--- src/rtl/lcls_div.sv ---
`timescale 1ns / 1ps
// Restoring divider, one quotient bit per cycle, unsigned operands.
module lcls_div #(
  parameter int unsigned W = 128
) (
  input  logic         clk_i,
  input  logic         rst_ni,
  input  logic         start_i,
  input  logic [W-1:0] num_i,
  input  logic [W-1:0] den_i,
  output logic         done_o,
  output logic [W-1:0] quo_o
);

  localparam int unsigned CntBits = $clog2(W + 1);

  logic [W-1:0]       num_q, num_d, quo_q, quo_d, den_q, den_d;
  logic [W:0]         rem_q, rem_d;
  logic [CntBits-1:0] cnt_q, cnt_d;
  logic               busy_q, busy_d, done_q, done_d;
  logic [W:0]         shifted;
  logic [W:0]         diff;

  assign shifted = {rem_q[W-1:0], num_q[W-1]};
  assign diff    = shifted - {1'b0, den_q};

  always_comb begin
    num_d  = num_q;
    quo_d  = quo_q;
    den_d  = den_q;
    rem_d  = rem_q;
    cnt_d  = cnt_q;
    busy_d = busy_q;
    done_d = 1'b0;
    if (start_i) begin
      num_d  = num_i;
      den_d  = den_i;
      rem_d  = '0;
      quo_d  = '0;
      cnt_d  = CntBits'(W);
      busy_d = 1'b1;
    end else if (busy_q) begin
      num_d = {num_q[W-2:0], 1'b0};
      if (!diff[W]) begin
        rem_d = diff;
        quo_d = {quo_q[W-2:0], 1'b1};
      end else begin
        rem_d = shifted;
        quo_d = {quo_q[W-2:0], 1'b0};
      end
      cnt_d = cnt_q - 1'b1;
      if (cnt_q == CntBits'(1)) begin
        busy_d = 1'b0;
        done_d = 1'b1;
      end
    end
  end

  always_ff @(posedge clk_i or negedge rst_ni) begin
    if (!rst_ni) begin
      busy_q <= 1'b0;
      done_q <= 1'b0;
      cnt_q  <= '0;
    end else begin
      busy_q <= busy_d;
      done_q <= done_d;
      cnt_q  <= cnt_d;
    end
  end

  always_ff @(posedge clk_i) begin
    num_q <= num_d;
    den_q <= den_d;
    rem_q <= rem_d;
    quo_q <= quo_d;
  end

  assign done_o = done_q;
  assign quo_o  = quo_q;

endmodule

--- config.mk ---
export PLATFORM = sky130hd
export DESIGN_NAME = lcls_div
export DESIGN_NICKNAME = d
export VERILOG_FILES = /design/src/rtl/lcls_div.sv
export SDC_FILE = /design/constraint.sdc
export NUM_CORES = 1
export LEC_CHECK = 0
export BUFFER_PORTS_ARGS = -buffer_cell sky130_fd_sc_hd__buf_2
export CAP_MARGIN = 20
export CELL_PAD_IN_SITES_DETAIL_PLACEMENT = 1
export CELL_PAD_IN_SITES_GLOBAL_PLACEMENT = 2
export CORE_MARGIN = 3
export CORE_UTILIZATION = 33
export CTS_CLUSTER_DIAMETER = 30
export CTS_CLUSTER_SIZE = 30
export DETAILED_ROUTE_END_ITERATION = 8
export PLACE_DENSITY = 0.88
export SLEW_MARGIN = 15
export SYNTH_ARGS = -nofsm -noshare
export SYNTH_HDL_FRONTEND = slang
export SYNTH_SLANG_ARGS = --single-unit
--- constraint.sdc ---
create_clock -name clk_i -period 3.81 [get_ports clk_i]
set_input_delay 0.9525 -clock clk_i [delete_from_list [all_inputs] [get_ports clk_i]]
set_output_delay 0.9525 -clock clk_i [all_outputs]
set_load 0.02 [all_outputs]
==> flow_metrics.py, run 1 <==
metrics = {
    "critical_path": {
        "timing.critical_path.fanout_max": 26,
        "crit_path_start": "den_q[57]",
        "start_kind": "flop",
        "required_ns": 4.36,
        "critical_path_arrival_ns": 4.23,
        "timing.critical_path.slowest_cell_delay_ns": 0.38,
        "setup.worst_path.end_class": "flop",
        "regToRegStartpoint": "den_q[57]",
        "timing.reg2reg.worst_path_depth": 14,
        "critical_path_class": "reg -> reg",
        "critical-path-slowest-cell": "sky130_fd_sc_hd__edfxtp_1",
        "critical_path.cell_chain": "inv_1 -> ha_1 -> a21oi_1 -> o21ai_0 -> a21oi_1 -> o21ai_0 -> a211oi_1 -> o21bai_2 -> o211a_4 -> o211ai_4 -> buf_12 -> buf_12 -> mux2i_2 -> a211oi_1",
    },
    "synthesis": {
        "synth_async_sr_flop_share_pct": 1.92,
        "ys_ff_latch": 522,
        "prevailing_post_synth_register_cell": "sky130_fd_sc_hd__edfxtp_1",
        "netlist_area_um2": 28500,
        "synth_top_cell_area_share_pct": 26.9,
        "synth.most_common_cell": "sky130_fd_sc_hd__nor2_1",
        "ys_top_cells_by_area": "sky130_fd_sc_hd__edfxtp_1 27%, sky130_fd_sc_hd__dfxtp_1 18%, sky130_fd_sc_hd__ha_1 5.7%",
        "synth-warning-count": 0,
        "synthTopCellsByCount": "399 x sky130_fd_sc_hd__nor2_1, 287 x sky130_fd_sc_hd__a21oi_1, 256 x sky130_fd_sc_hd__dfxtp_1, 256 x sky130_fd_sc_hd__edfxtp_1, 179 x sky130_fd_sc_hd__inv_1",
        "synthesis.nets": 3368,
        "ys_seq_area_share_pct": 45.8,
        "syn_inst": 2978,
        "yosys.cell_types.count": 84,
        "post_synth.cell_area_avg_um2": 9.58,
        "synth_edf_count": 256,
        "largest_area_contributor_in_the_netlist": "sky130_fd_sc_hd__edfxtp_1",
    },
    "sta": {
        "hold_slack_ns": 0.0722,
        "maxSlewViolCount": 0,
        "setup_ws_ns": 0.123,
        "maxClockFrequency_ghz": 0.271,
        "layout_worst_path_cycle_share_pct": 96.8,
        "worst-slew-pin-transition_ns": 0.865,
        "timing_hold_violations_final": 0,
        "rsz_0062_raised_after_global_routing": "true",
        "clock-skew-final_ns": 0.0375,
        "report.final.setup_viol": 0,
        "period_needed_ns": 3.69,
        "relSlewSlack_pct": 42.3,
    },
    "detailed_routing": {
        "drc_errors": 0,
        "drt-total-wl_mm": 102,
        "antenna_violating_nets_post_route": 0,
        "vias_per_cell": 5.18,
        "vias": 24700,
        "post_drt_wl_per_cell_um": 21.4,
        "drtPass1Iterations": 5,
        "detailedRoute.firstIterationViolations": 1347,
    },
    "power": {
        "p_per_area_nw_per_um2": 550,
        "vdd_drop_max_mv": 0.429,
        "power_mw": 20.9,
        "leakage_power_figure_nw": 17.3,
    },
    "cts": {
        "max-clock-path-buffers": 3,
        "cts_max_level": 4,
        "cts.reportedPaths.clkPinSlew_ns": 0.06,
        "clk_latency_worst_skew_pair_ns": 0.72,
        "ctsHoldBuffers": 0,
        "clockRootBuffer": "sky130_fd_sc_hd__clkbuf_16",
        "cts_inserted_buffers": 138,
        "cts_tree": "done",
        "cts_num_sinks": 522,
    },
    "place": {
        "post-dp-hpwl_mm": 71.5,
        "pre_cts_ws_ns": 0.0390,
        "io_port_bufs": 387,
        "globalplace.congestion": 0.877,
    },
    "global_routing": {
        "grt_antenna_before_repair": 23,
        "first_pass_grt_wire_length_mm": 156,
        "grt.overflow.total": 0,
        "grt_start_max_net_pins": 114,
        "global_route.usage.total_pct": 22.2,
        "grt_pass1_vias": 26400,
    },
    "worst_hold_path": {
        "hp-class": "in -> async",
    },
    "floorplanning": {
        "chipWidth_um": 300,
        "core_area_um2": 85400,
        "die_h_um": 300,
        "initial_core_util_pct": 33.4,
        "design.portCount": 388,
        "placementRows": 107,
        "die_area_um2": 90000,
    },
    "run": {
        "timing.max_cap.violations": 0,
    },
    "layout": {
        "fillers": 9686,
        "layout_cells_sized_above_1_pct": 28.3,
        "syn2layout_area_growth_pct": 33.1,
        "finish.net_count": 3899,
    },
    "outcome": {
        "status": "completed",
    },
}
[power breakdown]
part | internal [mW] | switching, mW | total (mW)
registers | 6.37 | 0.224 | 6.60
clock network | 7.88 | 3.81 | 11.7
logic | 1.09 | 1.52 | 2.61
total | 15.3 | 5.56 | 20.9
[flip-flops by register name, summed over array words and instances (netlist names)]
| signal | count |
|---|---|
| den_q | 128 |
| num_q | 128 |
| quo_o | 128 |
| rem_q | 128 |
| cnt_q | 8 |
| busy_q | 1 |
| done_o | 1 |
[critical path, delay by kind of cell, from the launching register on]
family	cells	cell delay [ns]
AOI/OAI and AO/OA	9	1.97
buffers and inverters	3	0.55
DFF	1	0.38
adders and majority gates	1	0.34
muxes	1	0.23
[per-layer routing]
layer / global-route usage [%] / part of all wire (%) / up-vias
li1: - / - / 11800
met1: 26.9 / 42 / 12000
met2: 36.1 / 47 / 674
met3: 7.53 / 7.3 / 204
met4: 9.32 / 3.5 / 24
met5: 0 / 0.16 / -
[layout by cell type, fill, tap and decap left out, drive strengths merged, types with 129 or more instances in the layout]
cell type | netlist | routed
inv | 179 | 191
buf | 51 | 574
nor2 | 400 | 400
edfxtp | 256 | 256
mux2 | 129 | 129
ha | 130 | 130
nand2 | 169 | 169
o21ai | 138 | 138
dfxtp | 256 | 256
a21oi | 287 | 287
mux2i | 157 | 157
clkbuf | 134 | 195
[per-stage QoR]
| stage | setup TNS, ns | instance area, um^2 | instances | util (%) |
|---|---|---|---|---|
| 6_report | 0 | 38000 | 4772 | 44.5 |
| 4_1_cts | 0 | 37500 | 4751 | 43.9 |
| 3_3_place_gp | 0 | 32700 | 4500 | 38.3 |
| 2_1_floorplan | 0 | 28500 | 2978 | - |
| 5_1_grt | -0.281 | 38000 | 4769 | 44.5 |
| 3_5_place_dp | 0 | 32700 | 4500 | 38.3 |
[cell type report]
class	instances	area [um^2]	area share (%)
Antenna cell	8	20.0	0.0527
Clock buffer	193	3940	10.4
Clock inverter	58	800	2.10
Inverter	180	679	1.79
Multi-Input combinational cell	2091	14400	37.9
Sequential cell	522	13100	34.4
Tap cell	1144	1430	3.77
Timing Repair Buffer	576	3660	9.63
[path summary, 6_finish.rpt]
kind	end	slack, ns
worst max-delay path	rem_q[47]	0.12
worst min-delay path	cnt_q[4]	0.07
worst max register to register	rem_q[47]	0.12
worst min register to register	rem_q[62]	0.47
max in group asynchronous	busy_q	3.48
min in group clk_i	den_q[77]	0.41
[logic make-up after synthesis]
group	after synthesis	synth area share (%)
xor gates and xnor gates	123	3.77
DFF	522	45.8
AOI/OAI and AO/OA	778	17.0
muxes	286	10.6
buffers and inverters	365	5.12
adders and majority gates	131	5.77
and+or+nand+nor	773	11.9
[what timing repair did]
item	4_1_cts	5_1_grt
endpoints found under the hold margin	0	0
endpoints found under the setup margin	0	127
buffers inserted	0	11
gates resized for setup	0	93
Power figures use the tool's default switching activity.
==> run 2: changes to the inputs <==
CORE_UTILIZATION = 37   (was 33)
PLACE_DENSITY = 0.92   (was 0.88)
clock period = 3.5 ns   (was 3.81 ns; I/O delays follow)
==> flow_metrics.py, run 2 (synthesized netlist as in run 1, its figures left out) <==
metrics = {
    "floorplanning": {
        "chipWidth_um": 284,
        "placementRows": 101,
        "initial_core_util_pct": 37.5,
        "die_area_um2": 80500,
        "design.portCount": 388,
        "die_h_um": 284,
        "core_area_um2": 76200,
    },
    "global_routing": {
        "grt.overflow.total": 0,
        "globalRouteMet3Util_pct": 7.78,
        "global_route.usage.met1_pct": 32.0,
        "global_route.usage.total_pct": 26.6,
        "first_pass_grt_wire_length_mm": 169,
        "grt_antenna_before_repair": 23,
        "grt_pass1_vias": 28500,
        "globalRouteMet2Util_pct": 44.6,
        "grt_start_max_net_pins": 109,
        "global_route.peak_usage_layer": "met2",
    },
    "detailed_routing": {
        "drt-total-wl_mm": 114,
        "vias_per_cell": 5.45,
        "drtPass1Iterations": 5,
        "post_drt_wl_per_cell_um": 23.3,
        "detailedRoute.firstIterationViolations": 1735,
        "antenna_violating_nets_post_route": 0,
        "vias": 26800,
        "drc_errors": 0,
    },
    "sta": {
        "setup_ws_ns": -0.292,
        "setup-tns-final_ns": -16.54,
        "relSlewSlack_pct": 39.4,
        "rsz_0062_raised_after_global_routing": "true",
        "clock-skew-final_ns": 0.0857,
        "maxSlewViolCount": 0,
        "layout_worst_path_cycle_share_pct": 108,
        "timing_hold_violations_final": 0,
        "maxClockFrequency_ghz": 0.264,
        "period_needed_ns": 3.79,
        "report.final.setup_viol": 128,
        "worst-slew-pin-transition_ns": 0.909,
    },
    "cts": {
        "cts_tree": "done",
        "max-clock-path-buffers": 3,
        "cts_num_sinks": 522,
        "cts_max_level": 4,
        "cts_inserted_buffers": 132,
        "clockRootBuffer": "sky130_fd_sc_hd__clkbuf_16",
        "cts.reportedPaths.clkPinSlew_ns": 0.05,
        "clk_latency_worst_skew_pair_ns": 0.75,
    },
    "layout": {
        "finish.net_count": 4156,
        "layout_cells_sized_above_1_pct": 36.6,
        "final-instance-count-excl-fill": 4921,
        "mostFrequentLayoutCell": "sky130_fd_sc_hd__buf_4",
        "post_route_design_area_um2": 41000,
        "syn2layout_area_growth_pct": 43.6,
        "mostFrequentLayoutCells": "395 x sky130_fd_sc_hd__buf_4, 386 x sky130_fd_sc_hd__buf_2, 356 x sky130_fd_sc_hd__nor2_1, 256 x sky130_fd_sc_hd__edfxtp_1, 256 x sky130_fd_sc_hd__dfxtp_1",
    },
    "power": {
        "power.share.switching_pct": 27.4,
        "internal-power_mw": 17.1,
        "netSwitchingPower_mw": 6.45,
        "power_frac_clock_pct": 55.2,
        "vdd_drop_max_mv": 0.488,
        "sequentialPowerShare_pct": 30.6,
        "leakage_power_figure_nw": 18.9,
        "power_mw": 23.5,
        "combPwrFrac_pct": 14.2,
        "p_per_area_nw_per_um2": 574,
    },
    "critical_path": {
        "setup.worst_path.end_class": "flop",
        "critical_path_arrival_ns": 4.34,
        "start_kind": "flop",
        "required_ns": 4.05,
        "critical_path_class": "reg -> reg",
        "timing.critical_path.fanout_max": 5,
    },
    "place": {
        "placed_cells_incl_taps": 4624,
        "globalplace.congestion": 0.913,
        "post-dp-hpwl_mm": 74.4,
        "io_port_bufs": 387,
        "pre_cts_ws_ns": -0.445,
        "placement.cell_area_um2": 34400,
    },
    "outcome": {
        "status": "finished, violations left",
        "violations": "setup timing",
    },
    "run": {
        "timing.max_cap.violations": 0,
    },
    "worst_hold_path": {
        "hp-class": "in -> reg",
    },
}
-- run 2: worst max-delay path: stages, from the launching register on --
cell and delay [ns]:
sky130_fd_sc_hd__edfxtp_1 0.40, sky130_fd_sc_hd__ha_4 0.19, sky130_fd_sc_hd__fa_2 0.33, sky130_fd_sc_hd__nand2b_4 0.16, sky130_fd_sc_hd__a21o_1 0.20, sky130_fd_sc_hd__a211o_4 0.39
sky130_fd_sc_hd__a211oi_4 0.25, sky130_fd_sc_hd__o21ai_2 0.13, sky130_fd_sc_hd__a31oi_4 0.28, sky130_fd_sc_hd__o211a_4 0.22, sky130_fd_sc_hd__o211ai_4 0.09, sky130_fd_sc_hd__buf_6 0.17
sky130_fd_sc_hd__buf_12 0.16, sky130_fd_sc_hd__buf_4 0.15, sky130_fd_sc_hd__mux2i_1 0.12, sky130_fd_sc_hd__a211oi_1 0.37
-- run 2: final cells by class --
cell class / count / area [um^2]
multi-input combinational: 2091 / 15200
tap: 1030 / 1290
clock inverter: 78 / 1170
fill: 8330 / 35200
timing repair buffer: 839 / 5950
antenna: 14 / 35.0
inverter: 180 / 679
sequential: 522 / 13100
clock buffer: 167 / 3640
-- run 2: power by group through the flow --
stage | Sequential [mW] | Combinational [mW] | Clock, mW
3_5_place_dp | 7.26 | 3.01 | 0
6_report | 7.21 | 3.34 | 13.0
2_1_floorplan | 7.16 | 1.79 | 0
5_1_grt | 7.24 | 3.61 | 13.5
4_1_cts | 7.19 | 3.15 | 13.1
3_3_place_gp | 7.23 | 2.93 | 0
-- run 2: final timing paths --
| kind | from | to | slack [ns] | cells after the start |
|---|---|---|---|---|
| max in group asynchronous | rst_ni | busy_q | 2.61 | 2 |
| hold / removal | den_i[50] | den_q[50] | 0.31 | 1 |
| min in group asynchronous | rst_ni | done_o | 0.64 | 2 |
| setup / recovery | den_q[0] | rem_q[9] | -0.29 | 15 |
| hold reg to reg | quo_o[0] | quo_o[0] | 0.48 | 2 |
| setup reg to reg | den_q[0] | rem_q[9] | -0.29 | 15 |
-- run 2: per-stage QoR --
| stage | hold slack (ns) | utilization, % |
|---|---|---|
| 2_1_floorplan | 0.444 | - |
| 3_3_place_gp | 0.465 | 45.1 |
| 3_5_place_dp | 0.470 | 45.1 |
| 4_1_cts | 0.252 | 52.4 |
| 5_1_grt | 0.274 | 53.8 |
| 6_report | 0.306 | 53.8 |
-- run 2: per-layer routing --
layer,vias to the layer above,routed length (um)
li1,12300,-
met1,13300,46200
met2,880,55000
met3,288,8220
met4,22,4940
met5,-,161
-- run 2: repair_timing --
| item | 4_1_cts | 5_1_grt |
|---|---|---|
| setup endpoints to repair | 129 | 129 |
| hold endpoints to repair | 4 | 0 |
| cloned | 5 | 7 |
| setup buffers | 14 | 14 |
| hold buffers | 1 | 0 |
| pin swaps | 75 | 63 |
| resized for setup | 123 | 173 |
==> run 3: changes to the inputs <==
CELL_PAD_IN_SITES_DETAIL_PLACEMENT = 0   (was 1)
CELL_PAD_IN_SITES_GLOBAL_PLACEMENT = 1   (was 2)
CORE_UTILIZATION = 45   (was 37)
SKIP_CTS_REPAIR_TIMING = 1   (was unset)
==> flow_metrics.py, run 3 (synthesized netlist as in run 1, its figures left out) <==
metrics = {
    "outcome": {
        "status": "finished, violations left",
        "violations": "setup timing",
    },
    "place": {
        "pre_cts_ws_ns": -0.232,
        "globalplace.congestion": 0.910,
        "post-dp-hpwl_mm": 63.3,
        "io_port_bufs": 387,
    },
    "cts": {
        "cts_max_level": 3,
        "cts.reportedPaths.clkPinSlew_ns": 0.05,
        "cts_tree": "done",
        "max-clock-path-buffers": 3,
        "clockRootBuffer": "sky130_fd_sc_hd__clkbuf_16",
        "cts_num_sinks": 522,
        "cts_inserted_buffers": 109,
        "clk_latency_worst_skew_pair_ns": 0.69,
    },
    "critical_path": {
        "setup.worst_path.end_class": "flop",
        "regToRegStartpoint": "num_q[127]",
        "timing.reg2reg.worst_path_depth": 18,
        "timing.critical_path.fanout_max": 3,
        "start_kind": "flop",
        "worst_path_most_repeated_cell": "sky130_fd_sc_hd__buf_4",
        "r2r_slack_ns": -0.30,
        "required_ns": 3.95,
        "critical-path-slowest-cell": "sky130_fd_sc_hd__a211o_1",
        "critical_path_arrival_ns": 4.26,
        "regToRegEndpoint": "rem_q[86]",
        "critical_path.cell_chain": "inv_1 -> ha_2 -> fa_2 -> nand2b_4 -> a21o_1 -> a211o_1 -> buf_6 -> a211oi_4 -> buf_4 -> nor3_4 -> o31ai_2 -> buf_4 -> a21oi_2 -> o21a_1 -> o21ai_2 -> a21boi_1 -> xor2_1 -> o22ai_2",
        "critical_path_class": "reg -> reg",
        "timing.critical_path.slowest_cell_delay_ns": 0.37,
    },
    "global_routing": {
        "grt.overflow.total": 0,
        "global_route.usage.total_pct": 25.8,
        "grt_antenna_before_repair": 28,
        "grt_start_max_net_pins": 165,
        "first_pass_grt_wire_length_mm": 138,
        "grt_pass1_vias": 25000,
    },
    "power": {
        "vdd_drop_max_mv": 0.561,
        "leakage_power_figure_nw": 18.5,
        "p_per_area_nw_per_um2": 525,
    },
    "sta": {
        "clock-skew-final_ns": 0.0790,
        "hold_slack_ns": 0.0348,
        "report.final.setup_viol": 128,
        "setup_ws_ns": -0.304,
        "rsz_0062_raised_after_global_routing": "true",
        "setup-tns-final_ns": -14.52,
        "maxClockFrequency_ghz": 0.263,
        "period_needed_ns": 3.80,
        "layout_worst_path_cycle_share_pct": 109,
        "timing_hold_violations_final": 0,
        "relSlewSlack_pct": 29.9,
        "worst-slew-pin-transition_ns": 1.05,
        "maxSlewViolCount": 0,
    },
    "worst_hold_path": {
        "hp-class": "in -> async",
    },
    "detailed_routing": {
        "vias": 25900,
        "drc_errors": 0,
        "drt-total-wl_mm": 93.7,
        "detailedRoute.firstIterationViolations": 2044,
        "antenna_violating_nets_post_route": 0,
        "post_drt_wl_per_cell_um": 20.1,
        "vias_per_cell": 5.54,
        "drtPass1Iterations": 5,
    },
    "floorplanning": {
        "core_area_um2": 62200,
        "placementRows": 91,
        "design.portCount": 388,
        "die_h_um": 258,
        "chipWidth_um": 258,
        "die_area_um2": 66500,
        "initial_core_util_pct": 45.9,
    },
    "layout": {
        "finish.net_count": 4114,
        "layout_cells_sized_above_1_pct": 37.3,
        "mostFrequentLayoutCell": "sky130_fd_sc_hd__buf_2",
        "mostFrequentLayoutCells": "386 x sky130_fd_sc_hd__buf_2, 374 x sky130_fd_sc_hd__buf_4, 336 x sky130_fd_sc_hd__nor2_1, 256 x sky130_fd_sc_hd__edfxtp_1, 256 x sky130_fd_sc_hd__dfxtp_1",
        "syn2layout_area_growth_pct": 40.1,
        "fillers": 4845,
    },
    "run": {
        "timing.max_cap.violations": 0,
    },
}
==> run 3: metrics by stage <==
step / instance area [um^2] / std cells / total power [mW] / utilization, %
after floorplan: 28600 / 2978 / 8.96 / -
after global placement: 33800 / 4400 / 10.1 / 54.4
after detailed placement: 33800 / 4400 / 10.1 / 54.4
after CTS: 37700 / 4608 / 20.9 / 60.7
after global routing: 40000 / 4664 / 21.8 / 64.3
final: 40000 / 4667 / 21.0 / 64.3
==> run 3: layout make-up <==
type                       instances  area, um^2  share of cell area, %
tap                              837        1050                   2.62
inverter                         180         679                   1.70
antenna                            9        22.5                 0.0563
clock buffer                     128        2900                   7.26
multi-input combinational       2092       15500                   38.7
sequential                       522       13100                   32.7
clock inverter                    80        1010                   2.52
timing repair buffer             819        5800                   14.5
==> run 3: critical path, delay by kind of cell (launching register included) <==
family / cells / cell delay (ns)
flip-flops: 1 / 0.33
AND/OR/NAND/NOR: 2 / 0.21
AO/OA/AOI/OAI: 9 / 1.70
buffers and inverters: 4 / 0.53
adder cells (fa/ha/maj): 2 / 0.55
XOR/XNOR: 1 / 0.27
==> run 3: worst max path at each step <==
stage | startpoint | endpoint | cells after the start
after global routing | den_q[0] | rem_q[86] | 15
after detailed placement | num_q[127] | rem_q[114] | 17
after global placement | num_q[127] | rem_q[114] | 17
after CTS | den_q[1] | rem_q[87] | 16
final | num_q[127] | rem_q[86] | 18
after floorplan | start_i | num_q[0] | 4
==> run 3: power by group <==
group / switching [mW] / total, mW / internal (mW)
Sequential: 0.231 / 7.16 / 6.93
Combinational: 1.73 / 3.16 / 1.43
Clock: 3.75 / 10.7 / 6.94
==> run 3: layer usage <==
metal | global-route usage (%) | wire length, um
met1 | 33.0 | 38500
met3 | 8.70 | 8220
met4 | 8.02 | 2740
met2 | 41.5 | 44000
met5 | 0 | 232
